## config.mk

```make
export PLATFORM = sky130hd
export DESIGN_NAME = crc8_frame_checker_unit
export DESIGN_NICKNAME = d
export VERILOG_FILES = /design/src/sv/crc8fc_pkg.sv /design/src/sv/crc8_frame_checker_unit.sv /design/src/sv/crc8fc_accum.sv /design/src/sv/crc8fc_check.sv
export SDC_FILE = /design/constraint.sdc
export NUM_CORES = 1
export LEC_CHECK = 0
export ABC_AREA = 1
export BUFFER_PORTS_ARGS = -buffer_cell sky130_fd_sc_hd__buf_4
export CAP_MARGIN = 40
export CORE_AREA = 2 2 153 155
export CTS_BUF_LIST = sky130_fd_sc_hd__clkbuf_4
export DETAILED_ROUTE_END_ITERATION = 10
export DIE_AREA = 0 0 155 157
export PLACE_DENSITY = 0.42
export SKIP_CTS_REPAIR_TIMING = 1
export SYNTH_ARGS = -nofsm -noshare
export SYNTH_HDL_FRONTEND = slang
export SYNTH_SLANG_ARGS = --single-unit
```

## constraint.sdc

```tcl
create_clock -name clk -period 2.15 [get_ports clk]
set_clock_uncertainty 0.15 [all_clocks]
set_input_delay 0.1075 -clock clk [delete_from_list [all_inputs] [get_ports clk]]
set_output_delay 0.1075 -clock clk [all_outputs]
set_load 0.1 [all_outputs]
```

## src/sv/crc8fc_pkg.sv

```systemverilog
// ============================================================================
// CRC-8 frame checker package
// Shared constants, result types and the byte-wide CRC-8 update function.
// ============================================================================
`default_nettype none

package crc8fc_pkg;

  localparam int unsigned CountWidth = 6;
  localparam int unsigned CountMax   = 63;
  localparam int unsigned MinFrame   = 5;
  localparam int unsigned MaxFrame   = 32;
  localparam int unsigned FirstPayloadMinCount = 6;

  localparam logic [7:0] CrcInit   = 8'hFF;
  localparam logic [7:0] CrcPoly   = 8'h31;
  localparam logic [7:0] SyncReset = 8'hAA;

  typedef enum logic [2:0] {
    ST_VALID        = 3'd0,
    ST_TOO_SHORT    = 3'd1,
    ST_BAD_START    = 3'd2,
    ST_BAD_LENGTH   = 3'd3,
    ST_CRC_MISMATCH = 3'd4
  } status_t;

  // Header bytes and byte count of a burst as seen after the current byte, and the CRC of the bytes before it.
  typedef struct packed {
    logic [7:0]            first_byte;
    logic [7:0]            addr_byte;
    logic [7:0]            cmd_byte;
    logic [7:0]            len_byte;
    logic [7:0]            data_byte;
    logic [CountWidth-1:0] count;
    logic [7:0]            crc;
  } burst_view_t;

  // Result item; the first member sits in the highest bits, so the list runs
  // from the top field down to status in the lowest bits.
  typedef struct packed {
    logic [7:0] crc_computed;
    logic [7:0] crc_got;
    logic [7:0] first_payload;
    logic [7:0] payload_len;
    logic [7:0] frame_cmd;
    logic [7:0] frame_addr;
    status_t    status;
  } result_t;

  // MSB-first CRC-8 over one byte.
  function automatic logic [7:0] crc8_update(input logic [7:0] acc, input logic [7:0] b);
    logic [7:0] c;
    c = acc ^ b;
    for (int k = 0; k < 8; k++) begin
      if (c[7]) begin
        c = {c[6:0], 1'b0} ^ CrcPoly;
      end else begin
        c = {c[6:0], 1'b0};
      end
    end
    return c;
  endfunction

endpackage

`default_nettype wire

```

## src/sv/crc8_frame_checker_unit.sv

```systemverilog
// ============================================================================
// CRC-8 frame checker
// Checks receive bursts as framed messages and reports one result per burst.
// ============================================================================
// Received bytes arrive one per transaction on the s_ side; s_tlast marks the
// last byte of a burst. Each burst is checked as a frame made of a start byte,
// an address, a command, a data length, the data bytes and a CRC-8 (polynomial
// 0x31, initial value 0xFF, MSB first, no final XOR) that covers every byte but
// the last. The checks run in order: fewer than five bytes, wrong start byte
// (compared with the sync_byte register, 0xAA after reset), total length not
// five plus the declared length or above the 32-byte frame limit, then CRC
// mismatch. The byte that closes a burst produces one result transaction on
// the m_ side; other bytes produce none. Header fields that were never
// received read as zero. The block takes one byte per clock cycle unless a
// closing byte is held (see below): a byte waits in the input register, the
// CRC and header bookkeeping is a single pass of logic, and the result is
// registered as the closing byte leaves the input register. A waiting
// result does not stop intake of the following burst's bytes; only a second
// result that would overwrite an untaken one holds the input side. sync_byte
// is written over the cfg_ channel, which is always ready, and should only
// change while the block is idle.
`default_nettype none

module crc8_frame_checker_unit
  import crc8fc_pkg::*;
(
  input  wire logic        clk,
  input  wire logic        rst,

  // Configuration: sync_byte[7:0].
  input  wire logic        cfg_valid,
  output logic             cfg_ready,
  input  wire logic [7:0]  cfg_data,

  input  wire logic        s_tvalid,
  output logic             s_tready,
  input  wire logic [7:0]  s_tdata,   // rx_byte[7:0]
  input  wire logic        s_tlast,   // burst_end

  output logic             m_tvalid,
  input  wire logic        m_tready,
  // status[2:0], frame_addr[10:3], frame_cmd[18:11], payload_len[26:19],
  // first_payload[34:27], crc_got[42:35], crc_computed[50:43], zero[55:51]
  output logic [55:0]      m_tdata
);

  logic        in_valid;
  logic [7:0]  in_byte;
  logic        in_last;
  logic        advance;
  logic [7:0]  sync_byte;
  burst_view_t view;
  result_t     result;

  // The configuration register is a plain write-enabled flop.
  assign cfg_ready = 1'b1;

  always_ff @(posedge clk) begin
    if (rst) begin
      sync_byte <= SyncReset;
    end else if (cfg_valid) begin
      sync_byte <= cfg_data;
    end
  end

  // A byte that does not close a burst is always consumed. The closing byte
  // is consumed when the result register is free or is being emptied in this
  // same cycle.
  assign advance  = in_valid && (!in_last || !m_tvalid || m_tready);
  assign s_tready = !in_valid || advance;

  always_ff @(posedge clk) begin
    if (rst) begin
      in_valid <= 1'b0;
    end else if (s_tready) begin
      in_valid <= s_tvalid;
    end
  end

  always_ff @(posedge clk) begin
    if (s_tvalid && s_tready) begin
      in_byte <= s_tdata;
      in_last <= s_tlast;
    end
  end

  crc8fc_accum u_accum (
    .clk       (clk),
    .rst       (rst),
    .fire      (advance),
    .rx_byte   (in_byte),
    .burst_end (in_last),
    .view      (view)
  );

  crc8fc_check u_check (
    .clk       (clk),
    .rst       (rst),
    .load      (advance && in_last),
    .view      (view),
    .rx_byte   (in_byte),
    .sync_byte (sync_byte),
    .out_ready (m_tready),
    .out_valid (m_tvalid),
    .result    (result)
  );

  assign m_tdata = {5'b00000, result};

endmodule

`default_nettype wire

```

## src/sv/crc8fc_accum.sv

```systemverilog
// ============================================================================
// CRC-8 frame checker burst accumulator
// Holds the running CRC, the byte count and the header bytes of a burst.
// ============================================================================
`default_nettype none

module crc8fc_accum
  import crc8fc_pkg::*;
(
  input  wire logic        clk,
  input  wire logic        rst,
  input  wire logic        fire,
  input  wire logic [7:0]  rx_byte,
  input  wire logic        burst_end,
  output burst_view_t      view
);

  logic [7:0]            crc_acc;
  logic [CountWidth-1:0] byte_count;
  logic [7:0]            first_byte;
  logic [7:0]            addr_byte;
  logic [7:0]            cmd_byte;
  logic [7:0]            len_byte;
  logic [7:0]            data_byte;

  always_comb begin
    view.first_byte = (byte_count == CountWidth'(0)) ? rx_byte : first_byte;
    view.addr_byte  = (byte_count == CountWidth'(1)) ? rx_byte : addr_byte;
    view.cmd_byte   = (byte_count == CountWidth'(2)) ? rx_byte : cmd_byte;
    view.len_byte   = (byte_count == CountWidth'(3)) ? rx_byte : len_byte;
    view.data_byte  = (byte_count == CountWidth'(4)) ? rx_byte : data_byte;
    view.count      = (byte_count == CountWidth'(CountMax)) ? byte_count
                                                            : byte_count + CountWidth'(1);
    view.crc        = crc_acc;
  end

  always_ff @(posedge clk) begin
    if (rst) begin
      crc_acc    <= CrcInit;
      byte_count <= '0;
      first_byte <= '0;
      addr_byte  <= '0;
      cmd_byte   <= '0;
      len_byte   <= '0;
      data_byte  <= '0;
    end else if (fire) begin
      if (burst_end) begin
        crc_acc    <= CrcInit;
        byte_count <= '0;
        first_byte <= '0;
        addr_byte  <= '0;
        cmd_byte   <= '0;
        len_byte   <= '0;
        data_byte  <= '0;
      end else begin
        crc_acc    <= crc8_update(crc_acc, rx_byte);
        byte_count <= view.count;
        first_byte <= view.first_byte;
        addr_byte  <= view.addr_byte;
        cmd_byte   <= view.cmd_byte;
        len_byte   <= view.len_byte;
        data_byte  <= view.data_byte;
      end
    end
  end

endmodule

`default_nettype wire

```

## src/sv/crc8fc_check.sv

```systemverilog
// ============================================================================
// CRC-8 frame checker result stage
// Grades the finished burst and holds the result until it is taken.
// ============================================================================
`default_nettype none

module crc8fc_check
  import crc8fc_pkg::*;
(
  input  wire logic        clk,
  input  wire logic        rst,
  input  wire logic        load,
  input  wire burst_view_t view,
  input  wire logic [7:0]  rx_byte,
  input  wire logic [7:0]  sync_byte,
  input  wire logic        out_ready,
  output logic             out_valid,
  output result_t          result
);

  result_t    result_next;
  logic [8:0] declared_len;

  always_comb begin
    declared_len = 9'(MinFrame) + {1'b0, view.len_byte};

    if (view.count < CountWidth'(MinFrame)) begin
      result_next.status = ST_TOO_SHORT;
    end else if (view.first_byte != sync_byte) begin
      result_next.status = ST_BAD_START;
    end else if ((view.count > CountWidth'(MaxFrame)) ||
                 ({3'b000, view.count} != declared_len)) begin
      result_next.status = ST_BAD_LENGTH;
    end else if (rx_byte != view.crc) begin
      result_next.status = ST_CRC_MISMATCH;
    end else begin
      result_next.status = ST_VALID;
    end

    result_next.frame_addr    = view.addr_byte;
    result_next.frame_cmd     = view.cmd_byte;
    result_next.payload_len   = view.len_byte;
    // A fifth byte that closes the burst is the checksum, not data.
    result_next.first_payload = (view.count >= CountWidth'(FirstPayloadMinCount))
                                ? view.data_byte : 8'h00;
    result_next.crc_got       = rx_byte;
    result_next.crc_computed  = view.crc;
  end

  always_ff @(posedge clk) begin
    if (rst) begin
      out_valid <= 1'b0;
    end else if (load) begin
      out_valid <= 1'b1;
    end else if (out_ready) begin
      out_valid <= 1'b0;
    end
  end

  always_ff @(posedge clk) begin
    if (load) begin
      result <= result_next;
    end
  end

endmodule

`default_nettype wire

```

==> impl_metrics.ini <==
[outcome]
status = complete, but fails checks
failed_checks = negative setup slack

[floorplanning]
pin_count = 81
core_region_area_sq_um = 22500
row_count = 55
start_util_pct = 25.0
dieWidth_um = 155
fp.dieH_um = 157
die_area_sq_um = 24300

[setup_path]
reg2reg_depth = 13
cp_max_fo = 8
start_kind = flip-flop
path_common_cell = nand2_1
cp_data_required_time_ns = 2.33
cp_cell_sequence = nor2_4 > buf_6 > buf_6 > nand3_4 > nand2_1 > o21ai_2 > xnor2_1 > nor2_1 > nand2_1 > nor2_4 > nand3_2 > nand2_1 > inv_1
max_stage_delay_ns = 0.36
cp.arrival_ns = 2.43
critical_path_class = flip-flop to flip-flop
cp-end-kind = flip-flop
crit_slowest_cell = dfxtp_2

[cts]
clk_latency_ns = 0.55
cts_sinks = 124
path_clk_slew_ns = 0.13
htree_levels = 4
clock_path_buffers = 2
cts-buffers-inserted = 17
cts_tree = built
root_buffer = clkbuf_4

[synth]
yosysTopAreaCellShare_pct = 32.1
synth_area_sq_um = 5620
seq_area_frac_synth_pct = 54.9
syn_avg_cell_area_sq_um = 8.58
synth-seq-cells = 124
synthCells = 655
synth_area_leaders = edfxtp_1, dfxtp_1, nand2_1
yosysUniqueCellTypes = 33
yosysTopAreaCell = edfxtp_1
yosys_warnings = 0

[route]
vias = 4824
met3_length_um = 619
drt-met1-wl_um = 7550
drt_iter0_markers = 250
wl_met2_um = 7970
drc_errors = 0
wirelength_um = 16400
ant_nets = 0
dr.pass1.iters = 5
topRoutingLayerUsed = met4
drt-vias-per-instance = 4.26
wl_per_cell_um = 14.5

[layout]
drive_gt1_share_pct = 30.9
seq_area_sq_um = 3100
multi_input_area_sq_um = 2390
area_growth_syn_to_layout_pct = 41.0
final_nets = 860
n_fill_cell = 2284

[pwr]
power_frac_seq_pct = 50.9
pwr-share-comb_pct = 17.6
leakage_nw = 3.15
clkPwrFrac_pct = 31.5
vdd_drop_max_mv = 0.230
power_density_nw_per_um2 = 644
intPower_mw = 3.53
total_power_mw = 5.10
netSwitchingFraction_pct = 30.8
power_switching_mw = 1.57

[sta]
hold_violations = 0
max_freq_mhz = 445
min_period_ns = 2.25
setup_ws_ns = -0.0963
setup_viol = 8
max-slew-margin-rel_pct = 52.8
drv_slew = 0
finalCritPeriodShare_pct = 104
rsz0062_at_grt = yes
setup_tns_ns = -0.275
max_slew.worst_pin.slew_ns = 0.708

[job]
cap_violations = 0

[grt]
grt_pass1_vias = 4638
grt_usage_pct = 13.5
grt_pass1_wl_um = 25000
antenna_found_initial = 1
grt_max_degree = 53
grt-ovfl-total = 0

[place]
portBuffers = 74
place_hpwl_um = 11300
place_congestion = 0.768

[hold_path]
hp-class = primary input to flip-flop
hold_depth = 2
==> worst max-delay path, delay by kind of cell, from the launching register on <==
kind	cells	cell delay, ns
buffers and inverters	3	0.31
AOI/OAI and AO/OA	1	0.09
DFF	1	0.36
and+or+nand+nor	8	0.98
xor gates and xnor gates	1	0.13
==> power by group through the flow <==
stage / Combinational [mW] / Clock [mW] / Sequential [mW]
after global placement: 0.806 / 0 / 2.66
after detailed placement: 0.812 / 0 / 2.66
after CTS: 0.816 / 1.67 / 2.60
after floorplan: 0.374 / 0 / 2.86
final: 0.897 / 1.61 / 2.60
after global routing: 0.965 / 1.77 / 2.61
==> flip-flops by register name, summed over array words and instances, names as in the netlist <==
register / flops
in_byte: 8
in_last: 1
in_valid: 1
sync_byte: 8
u_accum.addr_byte: 8
u_accum.byte_count: 6
u_accum.cmd_byte: 8
u_accum.crc_acc: 8
u_accum.data_byte: 8
u_accum.first_byte: 8
u_accum.len_byte: 8
u_check.out_valid: 1
u_check.result: 51
==> stage by stage <==
| stage | setup WS, ns | utilization (%) | cells | hold WS [ns] | cell area (sq um) |
|---|---|---|---|---|---|
| global route | -0.225 | 35.2 | 1132 | 0.0857 | 7920 |
| finish | -0.0963 | 35.2 | 1132 | 0.112 | 7920 |
| global placement | -0.393 | 31.0 | 1056 | 0.137 | 6970 |
| floorplan | -0.142 | - | 659 | 0.0564 | 5700 |
| detailed placement | -0.390 | 31.0 | 1056 | 0.137 | 6970 |
| CTS | -0.396 | 32.2 | 1088 | -0.472 | 7250 |
==> synth_stat cells (all sizes together) <==
master,instances
o21ai,46
a21oi,48
conb,2
clkbuf,19
or2,1
xor2,7
o221ai,1
nor2,39
dfxtp,64
nand3,24
edfxtp,60
nand3b,2
ha,5
buf,13
inv,66
xnor2,21
nand2,216
clkinv,1
o22ai,8
nand4,11
o31ai,1
==> final timing paths <==
check                              end  slack [ns]             startpoint
hold reg to reg   u_accum.data_byte[4]        0.32   u_accum.data_byte[4]
hold / removal              in_byte[1]        0.11             s_tdata[1]
setup / recovery     u_check.result[1]        -0.1  u_accum.byte_count[5]
setup reg to reg     u_check.result[1]        -0.1  u_accum.byte_count[5]
==> area by class of cell <==
| cell class | count | area share (%) |
|---|---|---|
| Inverter | 67 | 3.27 |
| Sequential cell | 124 | 39.2 |
| Clock inverter | 15 | 1.86 |
| Timing Repair Buffer | 186 | 19.3 |
| Tap cell | 285 | 4.50 |
| Multi-Input combinational cell | 437 | 30.2 |
| Clock buffer | 17 | 1.61 |
| Antenna cell | 1 | 0.0316 |
==> kinds of logic after synthesis <==
logic type               synth area share (%)
flip-flops                               54.9
other                                   0.134
AND/OR/NAND/NOR                          21.7
buffers and inverters                    7.57
AO/OA/AOI/OAI                            10.2
XOR/XNOR                                 4.50
adder cells (fa/ha/maj)                  1.11
==> per-layer routing <==
| metal | vias up | GRT usage [%] |
|---|---|---|
| li1 | 2466 | - |
| met1 | 2242 | 17.3 |
| met2 | 100 | 22.8 |
| met3 | 16 | 2.86 |
| met4 | 0 | 4.37 |
| met5 | - | 0 |
==> cell usage in the layout, fill, tap and decap left out, types with 5 or more instances in the layout <==
master and count:
clkbuf_4 17, xnor2_1 19, nand2_2 22, buf_6 5, edfxtp_1 60, nor2_1 30, a21oi_1 46, inv_2 10
o22ai_1 8, o21ai_0 33, nand4_1 11, buf_4 142, dlygate4sd3_1 37, o21ai_4 5, clkinvlp_4 6, conb_1 6
dfxtp_1 57, inv_1 54, xor2_1 6, o21ai_2 6, nor2_4 7, nand2_1 191, nand3_1 17
No activity file was read; power rests on OpenSTA's default activity.
